File: src/tsp_pkg.sv
// Package for the turnout servo position decoder.
// Holds the item structs, command and register codes and the shared constants.
// No dependencies; every other file of the block refers to it by scoped names.
package tsp_pkg;

    // Number of servo channels in use, and the fixed number of table slots.
    localparam int SERVO_CHANNELS = 16;
    localparam int NUM_SLOTS      = 16;

    // Angle limits in degrees.
    localparam logic [7:0]        ANGLE_MAX = 8'd180;
    localparam logic signed [7:0] REL_MIN   = -8'sd90;
    localparam logic signed [7:0] REL_MAX   = 8'sd90;

    // Division by 180 as a multiplication by a rounded-up reciprocal.
    // The result is exact for every dividend below 2**20.
    localparam logic [20:0] RECIP_MULT  = 21'd1491309;
    localparam int          RECIP_SHIFT = 28;

    // Input item commands.
    localparam logic [2:0] CMD_TICK    = 3'd0;
    localparam logic [2:0] CMD_BUS     = 3'd1;
    localparam logic [2:0] CMD_TEST    = 3'd2;
    localparam logic [2:0] CMD_WRITE   = 3'd3;
    localparam logic [2:0] CMD_STARTUP = 3'd4;

    // Test move actions.
    localparam logic [7:0] ACT_CENTRE   = 8'd2;
    localparam logic [7:0] ACT_STRAIGHT = 8'd3;
    localparam logic [7:0] ACT_DIVERGE  = 8'd4;

    // Configuration register indexes.
    localparam logic [2:0] CFG_USE_GROUP_A  = 3'd0;
    localparam logic [2:0] CFG_USE_GROUP_B  = 3'd1;
    localparam logic [2:0] CFG_RELAX_ENABLE = 3'd2;
    localparam logic [2:0] CFG_RELAX_TICKS  = 3'd3;
    localparam logic [2:0] CFG_MIN_PULSE    = 3'd4;
    localparam logic [2:0] CFG_MAX_PULSE    = 3'd5;

    // Configuration reset values.
    localparam logic [15:0] RELAX_TICKS_RST = 16'd700;
    localparam logic [11:0] MIN_PULSE_RST   = 12'd110;
    localparam logic [11:0] MAX_PULSE_RST   = 12'd500;

    // Servo table reset values.
    localparam logic [7:0]        ZERO_RST = 8'd90;
    localparam logic signed [7:0] LO_RST   = -8'sd40;
    localparam logic signed [7:0] HI_RST   = 8'sd40;

    // One input item.
    typedef struct packed {
        logic [2:0]        command;
        logic [7:0]        data_a;
        logic [7:0]        data_b;
        logic [7:0]        servo_index;
        logic [7:0]        test_action;
        logic [7:0]        zero_angle;
        logic signed [7:0] limit_low;
        logic signed [7:0] limit_high;
        logic              diverge_left;
    } t_in_item;

    // One result item.
    typedef struct packed {
        logic [3:0]  channel;
        logic [11:0] pulse_tick;
        logic        last;
    } t_out_item;

    // One servo table entry.
    typedef struct packed {
        logic [7:0]        zero;
        logic signed [7:0] lo;
        logic signed [7:0] hi;
        logic              left;
    } t_servo_entry;

    // A move issued by the sequencer to the pulse unit.
    typedef struct packed {
        logic              valid;
        logic [3:0]        channel;
        logic              off;
        logic signed [7:0] rel;
        logic [7:0]        zero;
        logic signed [7:0] lo;
        logic signed [7:0] hi;
    } t_move;

    // A finished pulse from the pulse unit.
    typedef struct packed {
        logic        valid;
        logic [3:0]  channel;
        logic [11:0] tick;
    } t_pulse;

endpackage

File: src/tsp_servo_table.sv
// Servo table: per-channel zero angle, relative limits and diverging side.
// Depends on tsp_pkg for the entry type and the reset values.
module tsp_servo_table (
    input  logic                  i_clk,
    input  logic                  i_rst_n,
    input  logic                  i_wr_en,
    input  logic [3:0]            i_wr_idx,
    input  tsp_pkg::t_servo_entry i_wr_entry,
    input  logic [3:0]            i_rd_idx,
    output tsp_pkg::t_servo_entry o_rd_entry
);

    tsp_pkg::t_servo_entry r_entry [tsp_pkg::NUM_SLOTS];

    // Entries reset to the centred default and are written one at a time.
    always_ff @(posedge i_clk) begin
        if (!i_rst_n) begin
            for (int i = 0; i < tsp_pkg::NUM_SLOTS; i++) begin
                r_entry[i].zero <= tsp_pkg::ZERO_RST;
                r_entry[i].lo   <= tsp_pkg::LO_RST;
                r_entry[i].hi   <= tsp_pkg::HI_RST;
                r_entry[i].left <= 1'b1;
            end
        end else if (i_wr_en) begin
            r_entry[i_wr_idx] <= i_wr_entry;
        end
    end

    // One read port for the channel the sequencer is working on.
    assign o_rd_entry = r_entry[i_rd_idx];

endmodule

File: src/tsp_pulse_unit.sv
// Shared pulse unit: clamps a relative angle, adds zero and scales it to a PWM tick.
// Four stages that all advance together on i_adv. Depends on tsp_pkg.
module tsp_pulse_unit (
    input  logic           i_clk,
    input  logic           i_rst_n,
    input  logic           i_adv,
    input  tsp_pkg::t_move i_move,
    input  logic [11:0]    i_min_tick,
    input  logic [11:0]    i_max_tick,
    output tsp_pkg::t_pulse o_result,
    output logic           o_busy
);

    // Stage 1: the issued move.
    tsp_pkg::t_move r_s1;

    // Stage 2: physical angle and pulse span.
    logic               r_s2_v;
    logic [3:0]         r_s2_ch;
    logic               r_s2_off;
    logic [7:0]         r_s2_phys;
    logic signed [12:0] r_s2_span;

    // Stage 3: product magnitude and sign.
    logic               r_s3_v;
    logic [3:0]         r_s3_ch;
    logic               r_s3_off;
    logic               r_s3_neg;
    logic [19:0]        r_s3_mag;

    // Stage 4: quotient magnitude and sign.
    logic               r_s4_v;
    logic [3:0]         r_s4_ch;
    logic               r_s4_off;
    logic               r_s4_neg;
    logic [11:0]        r_s4_quot;

    logic signed [7:0]  w_r1;
    logic signed [7:0]  w_r2;
    logic signed [7:0]  w_r3;
    logic signed [9:0]  w_phys_s;
    logic [7:0]         w_phys;
    logic signed [12:0] w_span;
    logic signed [21:0] w_prod;
    logic signed [21:0] w_prod_abs;
    logic [40:0]        w_scaled;
    logic signed [12:0] w_quot_s;
    logic signed [12:0] w_tick_s;

    // Clamp to the mechanical range, then to the entry limits (high limit wins).
    always_comb begin
        if (r_s1.rel < tsp_pkg::REL_MIN) begin
            w_r1 = tsp_pkg::REL_MIN;
        end else if (r_s1.rel > tsp_pkg::REL_MAX) begin
            w_r1 = tsp_pkg::REL_MAX;
        end else begin
            w_r1 = r_s1.rel;
        end
        w_r2 = (w_r1 < r_s1.lo) ? r_s1.lo : w_r1;
        w_r3 = (w_r2 > r_s1.hi) ? r_s1.hi : w_r2;
        w_phys_s = $signed({2'b00, r_s1.zero}) + $signed({{2{w_r3[7]}}, w_r3});
        if (w_phys_s < 10'sd0) begin
            w_phys = 8'd0;
        end else if (w_phys_s > $signed({2'b00, tsp_pkg::ANGLE_MAX})) begin
            w_phys = tsp_pkg::ANGLE_MAX;
        end else begin
            w_phys = w_phys_s[7:0];
        end
        w_span = $signed({1'b0, i_max_tick}) - $signed({1'b0, i_min_tick});
    end

    // Angle times span, split into sign and magnitude; both operands are widened first.
    assign w_prod     = $signed({13'd0, r_s2_phys}) * $signed({{9{r_s2_span[12]}}, r_s2_span});
    assign w_prod_abs = w_prod[21] ? -w_prod : w_prod;

    // Magnitude divided by 180 through the reciprocal.
    assign w_scaled = 41'(r_s3_mag) * 41'(tsp_pkg::RECIP_MULT);

    // Restore the sign (truncation toward zero) and add the minimum tick.
    assign w_quot_s = r_s4_neg ? -$signed({1'b0, r_s4_quot}) : $signed({1'b0, r_s4_quot});
    assign w_tick_s = w_quot_s + $signed({1'b0, i_min_tick});

    // Stage registers: valid bits are cleared by reset, the payload just follows.
    always_ff @(posedge i_clk) begin
        if (!i_rst_n) begin
            r_s1.valid <= 1'b0;
            r_s2_v     <= 1'b0;
            r_s3_v     <= 1'b0;
            r_s4_v     <= 1'b0;
        end else if (i_adv) begin
            r_s1.valid   <= i_move.valid;
            r_s2_v       <= r_s1.valid;
            r_s3_v       <= r_s2_v;
            r_s4_v       <= r_s3_v;
            r_s1.channel <= i_move.channel;
            r_s1.off     <= i_move.off;
            r_s1.rel     <= i_move.rel;
            r_s1.zero    <= i_move.zero;
            r_s1.lo      <= i_move.lo;
            r_s1.hi      <= i_move.hi;
            r_s2_ch      <= r_s1.channel;
            r_s2_off     <= r_s1.off;
            r_s2_phys    <= w_phys;
            r_s2_span    <= w_span;
            r_s3_ch      <= r_s2_ch;
            r_s3_off     <= r_s2_off;
            r_s3_neg     <= w_prod[21];
            r_s3_mag     <= w_prod_abs[19:0];
            r_s4_ch      <= r_s3_ch;
            r_s4_off     <= r_s3_off;
            r_s4_neg     <= r_s3_neg;
            r_s4_quot    <= w_scaled[tsp_pkg::RECIP_SHIFT +: 12];
        end
    end

    assign o_result.valid   = r_s4_v;
    assign o_result.channel = r_s4_ch;
    assign o_result.tick    = r_s4_off ? 12'd0 : w_tick_s[11:0];
    assign o_busy           = r_s1.valid | r_s2_v | r_s3_v | r_s4_v;

endmodule

File: src/turnout_servo_position_decoder.sv
// A pulse reaches the output register through the pulse unit stages and the hold stage.
// A tick with relaxing on or a changed bus update takes 16 steps, startup 32 and a valid
// test move 1, each then a drain; other items take no steps. Ready is low meanwhile;
// unless the output stalls, the sequencer steps one channel a cycle through the pulse unit.
// Output stalls freeze the pulse unit. Reset (synchronous, active low) restores the
// table, configuration and stored bytes and clears all countdowns and results.
module turnout_servo_position_decoder (
    input  logic                i_clk,
    input  logic                i_rst_n,
    input  logic                i_in_valid,
    output logic                o_in_ready,
    input  tsp_pkg::t_in_item   i_in_item,
    output logic                o_out_valid,
    input  logic                i_out_ready,
    output tsp_pkg::t_out_item  o_out_item,
    input  logic                i_cfg_valid,
    output logic                o_cfg_ready,
    input  logic [2:0]          i_cfg_index,
    input  logic [15:0]         i_cfg_data
);

    localparam logic [1:0] ST_IDLE  = 2'd0;
    localparam logic [1:0] ST_RUN   = 2'd1;
    localparam logic [1:0] ST_DRAIN = 2'd2;

    // Configuration registers.
    logic        r_use_a;
    logic        r_use_b;
    logic        r_relax_en;
    logic [15:0] r_relax_ticks;
    logic [11:0] r_min_tick;
    logic [11:0] r_max_tick;

    // Sequencer state.
    logic [1:0]  r_state,     n_state;
    logic [2:0]  r_mode,      n_mode;
    logic [4:0]  r_step,      n_step;
    logic [4:0]  r_last_step, n_last_step;
    logic [15:0] r_bits,      n_bits;
    logic [3:0]  r_test_ch,   n_test_ch;
    logic        r_test_bit,  n_test_bit;
    logic        r_test_ctr,  n_test_ctr;
    logic [7:0]  r_prev_a,    n_prev_a;
    logic [7:0]  r_prev_b,    n_prev_b;

    // Per-channel relax bookkeeping.
    logic [15:0] r_relax_cnt [tsp_pkg::NUM_SLOTS];
    logic        r_active    [tsp_pkg::NUM_SLOTS];

    // Hold stage and output register.
    logic        r_hold_v,   n_hold_v;
    logic [3:0]  r_hold_ch,  n_hold_ch;
    logic [11:0] r_hold_tick, n_hold_tick;
    logic        r_out_v,    n_out_v;
    tsp_pkg::t_out_item r_out, n_out;

    logic                  w_accept;
    logic                  w_adv;
    logic                  w_busy;
    logic                  w_idx_ok;
    logic                  w_act_ok;
    logic                  w_changed;
    logic                  w_tbl_wr;
    logic [3:0]            w_ch;
    logic                  w_ch_ok;
    logic                  w_bit;
    logic                  w_centre;
    logic                  w_group_en;
    logic                  w_en;
    logic                  w_off;
    logic                  w_tick_dec;
    logic                  w_step_go;
    logic                  w_finalize;
    logic [15:0]           w_cnt;
    logic [15:0]           w_load;
    tsp_pkg::t_servo_entry w_entry;
    tsp_pkg::t_servo_entry w_wr_entry;
    tsp_pkg::t_move        w_move;
    tsp_pkg::t_pulse       w_pulse;

    assign o_in_ready  = (r_state == ST_IDLE);
    assign o_cfg_ready = 1'b1;
    assign w_accept    = i_in_valid && o_in_ready;
    assign w_adv       = !r_out_v || i_out_ready;

    // Decode of the accepted item.
    assign w_idx_ok  = (i_in_item.servo_index < 8'(tsp_pkg::SERVO_CHANNELS));
    assign w_act_ok  = (i_in_item.test_action == tsp_pkg::ACT_CENTRE)
                    || (i_in_item.test_action == tsp_pkg::ACT_STRAIGHT)
                    || (i_in_item.test_action == tsp_pkg::ACT_DIVERGE);
    assign w_changed = (r_use_a && (i_in_item.data_a != r_prev_a))
                    || (r_use_b && (i_in_item.data_b != r_prev_b));
    assign w_tbl_wr  = w_accept && (i_in_item.command == tsp_pkg::CMD_WRITE) && w_idx_ok;

    assign w_wr_entry.zero = i_in_item.zero_angle;
    assign w_wr_entry.lo   = i_in_item.limit_low;
    assign w_wr_entry.hi   = i_in_item.limit_high;
    assign w_wr_entry.left = i_in_item.diverge_left;

    tsp_servo_table u_table (
        .i_clk      (i_clk),
        .i_rst_n    (i_rst_n),
        .i_wr_en    (w_tbl_wr),
        .i_wr_idx   (i_in_item.servo_index[3:0]),
        .i_wr_entry (w_wr_entry),
        .i_rd_idx   (w_ch),
        .o_rd_entry (w_entry)
    );

    // Configuration writes.
    always_ff @(posedge i_clk) begin
        if (!i_rst_n) begin
            r_use_a       <= 1'b1;
            r_use_b       <= 1'b1;
            r_relax_en    <= 1'b1;
            r_relax_ticks <= tsp_pkg::RELAX_TICKS_RST;
            r_min_tick    <= tsp_pkg::MIN_PULSE_RST;
            r_max_tick    <= tsp_pkg::MAX_PULSE_RST;
        end else if (i_cfg_valid && o_cfg_ready) begin
            unique case (i_cfg_index)
                tsp_pkg::CFG_USE_GROUP_A:  r_use_a       <= i_cfg_data[0];
                tsp_pkg::CFG_USE_GROUP_B:  r_use_b       <= i_cfg_data[0];
                tsp_pkg::CFG_RELAX_ENABLE: r_relax_en    <= i_cfg_data[0];
                tsp_pkg::CFG_RELAX_TICKS:  r_relax_ticks <= i_cfg_data;
                tsp_pkg::CFG_MIN_PULSE:    r_min_tick    <= i_cfg_data[11:0];
                tsp_pkg::CFG_MAX_PULSE:    r_max_tick    <= i_cfg_data[11:0];
                default: begin
                end
            endcase
        end
    end

    // Channel and target of the current step.
    always_comb begin
        w_ch       = (r_mode == tsp_pkg::CMD_TEST) ? r_test_ch : r_step[3:0];
        w_ch_ok    = ({1'b0, w_ch} < 5'(tsp_pkg::SERVO_CHANNELS));
        w_bit      = (r_mode == tsp_pkg::CMD_TEST) ? r_test_bit : r_bits[w_ch];
        w_centre   = ((r_mode == tsp_pkg::CMD_TEST) && r_test_ctr)
                  || ((r_mode == tsp_pkg::CMD_STARTUP) && !r_step[4]);
        w_group_en = w_ch[3] ? r_use_b : r_use_a;
        w_cnt      = r_relax_cnt[w_ch];
        w_off      = 1'b0;
        w_en       = 1'b0;
        w_tick_dec = 1'b0;
        unique case (r_mode)
            tsp_pkg::CMD_TICK: begin
                w_tick_dec = w_ch_ok && r_active[w_ch] && (w_cnt != 16'd0);
                w_en       = w_tick_dec && (w_cnt == 16'd1);
                w_off      = 1'b1;
            end
            tsp_pkg::CMD_BUS:     w_en = w_ch_ok && w_group_en;
            tsp_pkg::CMD_TEST:    w_en = w_ch_ok;
            tsp_pkg::CMD_STARTUP: w_en = w_ch_ok && (!r_step[4] || w_group_en);
            default: begin
            end
        endcase
    end

    // Move handed to the pulse unit.
    always_comb begin
        w_move.valid   = (r_state == ST_RUN) && w_en;
        w_move.channel = w_ch;
        w_move.off     = w_off;
        w_move.zero    = w_entry.zero;
        w_move.lo      = w_entry.lo;
        w_move.hi      = w_entry.hi;
        if (w_centre) begin
            w_move.rel = 8'sd0;
        end else if (w_bit) begin
            w_move.rel = w_entry.left ? w_entry.lo : w_entry.hi;
        end else begin
            w_move.rel = w_entry.left ? w_entry.hi : w_entry.lo;
        end
    end

    tsp_pulse_unit u_pulse (
        .i_clk      (i_clk),
        .i_rst_n    (i_rst_n),
        .i_adv      (w_adv),
        .i_move     (w_move),
        .i_min_tick (r_min_tick),
        .i_max_tick (r_max_tick),
        .o_result   (w_pulse),
        .o_busy     (w_busy)
    );

    assign w_step_go  = (r_state == ST_RUN) && w_adv;
    assign w_finalize = (r_state == ST_DRAIN) && !w_busy && w_adv && r_hold_v;
    assign w_load     = r_relax_en ? ((r_relax_ticks == 16'd0) ? 16'd1 : r_relax_ticks)
                                   : 16'd0;

    // Sequencer.
    always_comb begin
        n_state     = r_state;
        n_mode      = r_mode;
        n_step      = r_step;
        n_last_step = r_last_step;
        n_bits      = r_bits;
        n_test_ch   = r_test_ch;
        n_test_bit  = r_test_bit;
        n_test_ctr  = r_test_ctr;
        n_prev_a    = r_prev_a;
        n_prev_b    = r_prev_b;
        unique case (r_state)
            ST_IDLE: begin
                if (w_accept) begin
                    n_mode = i_in_item.command;
                    n_step = 5'd0;
                    case (i_in_item.command)
                        tsp_pkg::CMD_TICK: begin
                            if (r_relax_en) begin
                                n_state     = ST_RUN;
                                n_last_step = 5'd15;
                            end
                        end
                        tsp_pkg::CMD_BUS: begin
                            if (w_changed) begin
                                n_state     = ST_RUN;
                                n_last_step = 5'd15;
                                n_bits      = {i_in_item.data_b, i_in_item.data_a};
                                if (r_use_a) begin
                                    n_prev_a = i_in_item.data_a;
                                end
                                if (r_use_b) begin
                                    n_prev_b = i_in_item.data_b;
                                end
                            end
                        end
                        tsp_pkg::CMD_TEST: begin
                            if (w_idx_ok && w_act_ok) begin
                                n_state     = ST_RUN;
                                n_last_step = 5'd0;
                                n_test_ch   = i_in_item.servo_index[3:0];
                                n_test_ctr  = (i_in_item.test_action == tsp_pkg::ACT_CENTRE);
                                n_test_bit  = (i_in_item.test_action == tsp_pkg::ACT_DIVERGE);
                            end
                        end
                        tsp_pkg::CMD_STARTUP: begin
                            n_state     = ST_RUN;
                            n_last_step = 5'd31;
                            n_prev_a    = r_use_a ? i_in_item.data_a : 8'd0;
                            n_prev_b    = r_use_b ? i_in_item.data_b : 8'd0;
                            n_bits      = {n_prev_b, n_prev_a};
                        end
                        default: begin
                        end
                    endcase
                end
            end
            ST_RUN: begin
                if (w_adv) begin
                    if (r_step == r_last_step) begin
                        n_state = ST_DRAIN;
                    end else begin
                        n_step = r_step + 5'd1;
                    end
                end
            end
            ST_DRAIN: begin
                if (!w_busy && w_adv) begin
                    n_state = ST_IDLE;
                end
            end
            default: n_state = ST_IDLE;
        endcase
    end

    // Hold stage keeps the newest pulse back until it is known whether it is the last.
    always_comb begin
        n_hold_v    = r_hold_v;
        n_hold_ch   = r_hold_ch;
        n_hold_tick = r_hold_tick;
        n_out_v     = r_out_v && !i_out_ready;
        n_out       = r_out;
        if (w_adv && w_pulse.valid) begin
            if (r_hold_v) begin
                n_out_v            = 1'b1;
                n_out.channel      = r_hold_ch;
                n_out.pulse_tick   = r_hold_tick;
                n_out.last         = 1'b0;
            end
            n_hold_v    = 1'b1;
            n_hold_ch   = w_pulse.channel;
            n_hold_tick = w_pulse.tick;
        end else if (w_finalize) begin
            n_out_v          = 1'b1;
            n_out.channel    = r_hold_ch;
            n_out.pulse_tick = r_hold_tick;
            n_out.last       = 1'b1;
            n_hold_v         = 1'b0;
        end
    end

    // Control registers.
    always_ff @(posedge i_clk) begin
        if (!i_rst_n) begin
            r_state  <= ST_IDLE;
            r_prev_a <= 8'hFF;
            r_prev_b <= 8'hFF;
            r_hold_v <= 1'b0;
            r_out_v  <= 1'b0;
        end else begin
            r_state  <= n_state;
            r_prev_a <= n_prev_a;
            r_prev_b <= n_prev_b;
            r_hold_v <= n_hold_v;
            r_out_v  <= n_out_v;
        end
    end

    // Payload registers.
    always_ff @(posedge i_clk) begin
        r_mode      <= n_mode;
        r_step      <= n_step;
        r_last_step <= n_last_step;
        r_bits      <= n_bits;
        r_test_ch   <= n_test_ch;
        r_test_bit  <= n_test_bit;
        r_test_ctr  <= n_test_ctr;
        r_hold_ch   <= n_hold_ch;
        r_hold_tick <= n_hold_tick;
        r_out       <= n_out;
    end

    // Relax countdowns: loaded on a move, counted down by ticks.
    always_ff @(posedge i_clk) begin
        if (!i_rst_n) begin
            for (int i = 0; i < tsp_pkg::NUM_SLOTS; i++) begin
                r_relax_cnt[i] <= 16'd0;
                r_active[i]    <= 1'b0;
            end
        end else if (w_step_go) begin
            if (w_tick_dec) begin
                r_relax_cnt[w_ch] <= w_cnt - 16'd1;
                if (w_cnt == 16'd1) begin
                    r_active[w_ch] <= 1'b0;
                end
            end else if (w_en) begin
                r_relax_cnt[w_ch] <= w_load;
                r_active[w_ch]    <= 1'b1;
            end
        end
    end

    assign o_out_valid = r_out_v;
    assign o_out_item  = r_out;

endmodule

File: config.mk
export PLATFORM = sky130hd
export DESIGN_NAME = turnout_servo_position_decoder
export DESIGN_NICKNAME = d
export VERILOG_FILES = /design/src/tsp_pkg.sv /design/src/tsp_servo_table.sv /design/src/tsp_pulse_unit.sv /design/src/turnout_servo_position_decoder.sv
export SDC_FILE = /design/constraint.sdc
export NUM_CORES = 2
export LEC_CHECK = 0
export BUFFER_PORTS_ARGS = -buffer_cell sky130_fd_sc_hd__buf_2
export CAP_MARGIN = 10
export CORE_MARGIN = 2
export CORE_UTILIZATION = 50
export DETAILED_ROUTE_END_ITERATION = 16
export PLACE_DENSITY = 0.71
export REMOVE_ABC_BUFFERS = 1
export SETUP_SLACK_MARGIN = 0.2
export SLEW_MARGIN = 20
export SYNTH_ARGS = -nofsm -noshare
export SYNTH_HDL_FRONTEND = slang
export SYNTH_SLANG_ARGS = --single-unit
File: constraint.sdc
create_clock -name i_clk -period 15 [get_ports i_clk]
set_input_delay 1.5 -clock i_clk [delete_from_list [all_inputs] [get_ports i_clk]]
set_output_delay 1.5 -clock i_clk [all_outputs]
set_load 0.1 [all_outputs]
# Yosys cells after proc, flatten, opt, wreduce, memory -nomap -nowiden
# Memories as Yosys holds them, arrays and structs flattened.
# Index checks and enable logic that the tools add are counted.
# word_totals
ramBits	672
input_bits	84
output_inout_bits	20
memories	3
reg_bits	242
wordCells	249
# op_classes
reduce_logical	58
order_cmp	8
bitwise_logic	5
multipliers	2
add_sub_neg	7
eq_ne	36
muxes	84
# mem_list
memory	words	word_bits	rd	rd_clocked_by_memory_dff	write_ports	line_no	rtl
u_table.r_entry	16	25	1	0	16	tsp_servo_table.sv:13	tsp_pkg::t_servo_entry r_entry [tsp_pkg::NUM_SLOTS];
r_relax_cnt	16	16	1	0	16	turnout_servo_position_decoder.sv:47	logic [15:0] r_relax_cnt [tsp_pkg::NUM_SLOTS];
r_active	16	1	1	0	16	turnout_servo_position_decoder.sv:48	logic r_active [tsp_pkg::NUM_SLOTS];
# op_table
op	n
8-bit two-way mux	14
16-bit two-way mux	5
17-bit two-way mux	3
20-bit by 21-bit multiplier with 40-bit output (second input constant)	1
1-bit two-way mux	33
16-bit one-hot mux with 2 select lines	1
8-bit one-hot mux with 2 select lines	2
5-bit two-way mux	6
25-bit two-way mux	1
25-bit OR reduction	1
9-bit by 13-bit multiplier with 22-bit output	1
20-bit two-way mux	1
20-bit negator	1
5-bit one-hot mux with 4 select lines	1
1-bit logical AND	18
2-bit AND reduction	9
16-bit by 1-bit equality test with 1-bit output (second input constant)	1
8-bit by 2-bit equality test with 1-bit output (second input constant)	2
16-bit logical NOT	1
4-bit two-way mux	4
2-bit inequality test (second input constant)	8
8-bit inequality test	2
16-bit nonzero test	1
16-bit OR reduction	1
other kinds (44)	82

# Longest topological paths before layout
# An unclocked memory read counts as a cell.
# logic_depth
word_depth	15
mapped_depth	34
mapped_depth_nobuf	34

# Modules after synthesis
# Synthesis repeated with hierarchy kept, for this count alone.
# unflattened
hier_cells	4442
hier_area_um2	53436.2
# modules_own_cells
mod	n_inst	seq_area_each_um2	cells_per_inst	area_per_inst_um2
turnout_servo_position_decoder	1	11220.8	1756	19446.2
tsp_servo_table	1	12011.5	1129	18109.9
tsp_pulse_unit	1	3293.2	1557	15880.2

# Least setup slack after synthesis
# Ideal clock, no wire load.
# synth_timing
kind	reg-to-reg
start	register u_pulse.r_s1[24] (netlist bit)
end	register u_pulse.r_s2_phys[4] (data pin)
n_path_buf	2
setup_time_ns	0.260
synth_period_minus_slack_ns	6.147
path_stages_with_launch	31
t_required_ns	14.740
setup_slack_ns	8.853
arrival_ns	5.887
cell_sequence	edfxtp_1 -> a21oi_1 -> o21bai_1 -> and2_1 -> or3_1 -> ha_1 -> o221a_2 -> o211a_1 -> o21a_1 -> clkbuf_1 -> nand2_1 -> o21ai_0 -> ha_1 -> o21a_1 -> o21a_1 -> o211ai_1 -> a21boi_0 -> o21ai_1 -> clkbuf_1 -> a21oi_1 -> ha_1 -> inv_1 -> fa_1 -> nor2b_1 -> o21ai_0 -> nand2b_1 -> a21o_1 -> a21o_1 -> a221oi_1 -> a21oi_1 -> mux2_2
# synth_between
elab_chain_cells	10
word_cells_on_any_way	12
cone_classes	add/sub: 1; order compare: 6; mux: 5
# synth_lines
item	line_no	rtl
start, declared	tsp_pulse_unit.sv:15	tsp_pkg::t_move r_s1;
8-bit greater-than comparator	tsp_pulse_unit.sv:54	end else if (r_s1.rel > tsp_pkg::REL_MAX) begin
8-bit two-way mux	tsp_pulse_unit.sv:54	
8-bit two-way mux *	tsp_pulse_unit.sv:52	if (r_s1.rel < tsp_pkg::REL_MIN) begin
8-bit < comparator	tsp_pulse_unit.sv:59	w_r2 = (w_r1 < r_s1.lo) ? r_s1.lo : w_r1;
8-bit two-way mux *	tsp_pulse_unit.sv:59	
8-bit greater-than comparator	tsp_pulse_unit.sv:60	w_r3 = (w_r2 > r_s1.hi) ? r_s1.hi : w_r2;
8-bit two-way mux *	tsp_pulse_unit.sv:60	
9-bit by 8-bit adder with 10-bit output *	tsp_pulse_unit.sv:61	w_phys_s = $signed({2'b00, r_s1.zero}) + $signed({{2{w_r3[7]}}, w_r3});
10-bit by 9-bit greater-than comparator with 1-bit output	tsp_pulse_unit.sv:64	end else if (w_phys_s > $signed({2'b00, tsp_pkg::ANGLE_MAX})) begin
8-bit two-way mux	tsp_pulse_unit.sv:64	
end signal, assigned	tsp_pulse_unit.sv:103	r_s2_phys <= w_phys;
end, declared	tsp_pulse_unit.sv:21	logic [7:0] r_s2_phys;
# Mark *: on every way between the ends. The rest lies on a longest branch, timed or not.
# A chain may end at the register's enable or synchronous reset.

# Final worst setup path
# layout_timing
start	register u_pulse.r_s1[25] (netlist bit)
end	register u_pulse.r_s2_phys[5] (data pin)
# Same word-level chain as after synthesis.

==> impl_results.md <==
* DPL Wire Length at 94,430 um
* Cells after Synth at approximately 5,000
* Crit path time final at between 7 and 8 ns
* FF-to-FF Start: u_pulse.r_s1[25]
* Count of buffers from port buffering at 102
* Num CTS Buffers at between 90 and 100
* Max Cap Violations at 0
* Outcome: complete, no violations
* Slew @ Worst Pin at 1.179 ns
* Primary FF master, synth: edfxtp_1
* Layout cells sized above 1 at 7.364%
* Worst hold start: u_pulse.r_s1[32]
* HP Class: flop to flop
* Clock tree buffer depth at 3
* Fill cells at between 9,000 and 10,000
* F_max at between 100 and 150 MHz
* Initial antenna violation count at 14
* R2R Setup Slk at just under 8 ns
* Critical Path Source Type: flop
* Final nets at 5,528
* Fin. Hold Viols at 0
* Area growth, synth to finish at 9.070%
* Critical-path top delay cell: o21ai_1
* Total Wirelength at 141,000 um
* WHS Path Cells at 0
* Hold Buf Count CTS at 0
* Setup violators final at 0
* CP Capture Type: flop
* Core footprint at roughly 110,000 sq um
* Total GRT Usage at between 20% and 30%
* Initial Util at between 50% and 60%
* Hold Path End: u_pulse.r_s2_off
* Drt drc at 0
* Register area share after synthesis at 49.36%
* # H-tree levels at 3
* Yosys Warn Count at 0
* CTS sink count at 911
* Largest net degree at the start of global routing at 165
* CTS tree: built
* Avg Cell Area, Syn at around 11 sq um
* Starting DRC count in detailed routing at about 3,600
* IO Pins at approximately 100
* Width of the die at between 300 and 400 um
* EDFF count, synth at between 800 and 900
* Setup Buffers After CTS at 0
* Row count at between 100 and 150
* Critical path's largest stage delay at 0.65 ns
* First-pass iteration count of the detailed router at 6
* Crit share post-route at 47.37%
* End of the worst register-to-register path: u_pulse.r_s2_phys[5]
* Vias in the first global route at around 36,000
* Worst-Skew Late Latency at 0.69 ns
* CP arrival at ~7.5 ns
* Flip-flop and latch count after synthesis at slightly above 900
* Pins over their slew limit at 0
* Post-Syn Area at 53,730 sq um
* Slew HR at around a fifth
* RSZ-0062 raised after global routing: no
* Root Buffer: clkbuf_16
* Grt ovf at 0
* First-pass GRT wire length at between 200,000 and 250,000 um
* DIE HEIGHT at about 330 um
* Clock skew at 0.02065 ns
* Post-synth ARST share at 0%
* Maximum fanout along the worst path at 15
* Setup tns final at 0 ns
* Die area at ~110,000 sq um
* R2R cell count at 28
* WL per Instance at about 22 um
* WP data required at approximately 15 ns
* Post-DR vias/cell at around 5.8
* GP Congestion at slightly below 1
* CP Class: flop to flop
* Clk slew on worst S/H paths at ~0.060 ns
* Post-route ant nets at 0
* Synth cell types at 86
* Via count at roughly 37,000
* Post_cts resized at 0
## registers in the layout, summed over array words and instances (netlist names), 5 cells and up
| signal | cells |
|---|---|
| r_bits | 16 |
| r_active | 16 |
| r_min_tick | 12 |
| r_step | 5 |
| u_pulse.r_s3_mag | 20 |
| u_pulse.r_s2_span | 13 |
| u_pulse.r_s4_quot | 12 |
| r_max_tick | 12 |
| u_pulse.r_s1 | 38 |
| u_table.r_entry | 400 |
| r_prev_b | 8 |
| o_out_item | 17 |
| r_relax_ticks | 16 |
| r_hold_tick | 12 |
| r_relax_cnt | 256 |
| r_prev_a | 8 |
| u_pulse.r_s2_phys | 8 |
## cell type report
class	count	area [sq um]	share of cell area, %
Timing Repair Buffer	161	1006	1.716
Multi-Input combinational cell	3352	24330	41.51
Clock inverter	57	755.7	1.289
Antenna cell	2	5.005	0.008540
Tap cell	1403	1755	2.995
Inverter	437	1658	2.829
Clock buffer	120	2576	4.396
Sequential cell	911	26530	45.26
## worst max-delay path: cells and delay by family (launching register included)
kind	cells	cell delay [ns]
fa+ha+maj	4	1.06
simple gates	5	0.85
buf+inv	1	0.09
mux	1	0.30
compound gates	17	4.14
flops	1	0.42
## metal layers
metal  track usage [%]  vias up  share of wire (%)
li1                  -    17213                  -
met1             35.33    18292                 41
met2             39.36     1597                 45
met3             5.605      308                9.8
met4             9.749       14                3.6
met5                 0        -              0.060
## cell usage after synthesis, drive strengths merged, types with 69 or more instances
master  number  area share [%]
ha         278             6.5
edfxtp     828              46
mux2i      195             3.6
nand2      713             5.0
a211oi      90             1.3
nor2       394             2.8
fa         206             7.7
buf         94             1.0
or3        141             1.6
dfxtp       83             3.1
a311oi      69             1.2
xnor2       79             1.3
and2       283             3.3
nand3      244             2.3
inv        436             3.1
clkbuf     216             1.5
o21ai       77            0.97
nand2b      74            0.86
## cell usage in the layout (no fill, tap or decap), types with 58 or more instances in the layout
master,n
clkbuf_16,99
fa_1,206
a211oi_1,90
and2_1,281
inv_1,434
nor2_1,393
nand2b_1,72
ha_1,278
a311oi_1,68
nand2_1,713
dfxtp_1,83
a21oi_1,58
edfxtp_1,828
nand3_1,244
or3_1,141
buf_2,101
mux2i_1,193
xnor2_1,78
## cells by family after synthesis
logic type	share of synthesized area (%)
and+or+nand+nor	18.06
DFF	49.36
buffers and inverters	5.577
AOI/OAI and AO/OA	7.232
adders and majority gates	14.17
muxes	3.807
xor gates and xnor gates	1.791
other	0.006979
## how the worst max path moves through the flow
stage / start / end / slack, ns / cells after the start
finish: u_pulse.r_s1[25] / u_pulse.r_s2_phys[5] / 7.89 / 28
global placement: u_pulse.r_s1[24] / u_pulse.r_s2_phys[5] / 8.05 / 31
CTS: u_pulse.r_s1[25] / u_pulse.r_s2_phys[5] / 7.90 / 28
floorplan: r_mode[2] / r_relax_cnt[0][0] / 0.52 / 10
detailed placement: u_pulse.r_s1[25] / u_pulse.r_s2_phys[4] / 7.93 / 28
global route: u_pulse.r_s1[25] / u_pulse.r_s2_phys[0] / 7.20 / 30
## metrics by stage
stage	cell area [sq um]	worst slack (ns)	cells	hold slack [ns]	util (%)
finish	58610	7.894	6443	0.4136	54.82
global route	58600	7.201	6441	0.4106	54.82
CTS	58600	7.899	6441	0.4103	54.82
detailed placement	55270	7.927	6264	0.4045	51.70
global placement	55270	8.055	6264	0.4011	51.70
floorplan	52380	0.5218	4700	0.4003	-
Power is left out: the tool's default activity adds up to more than one toggle a clock period on the data nets, which glitch-free logic cannot reach.
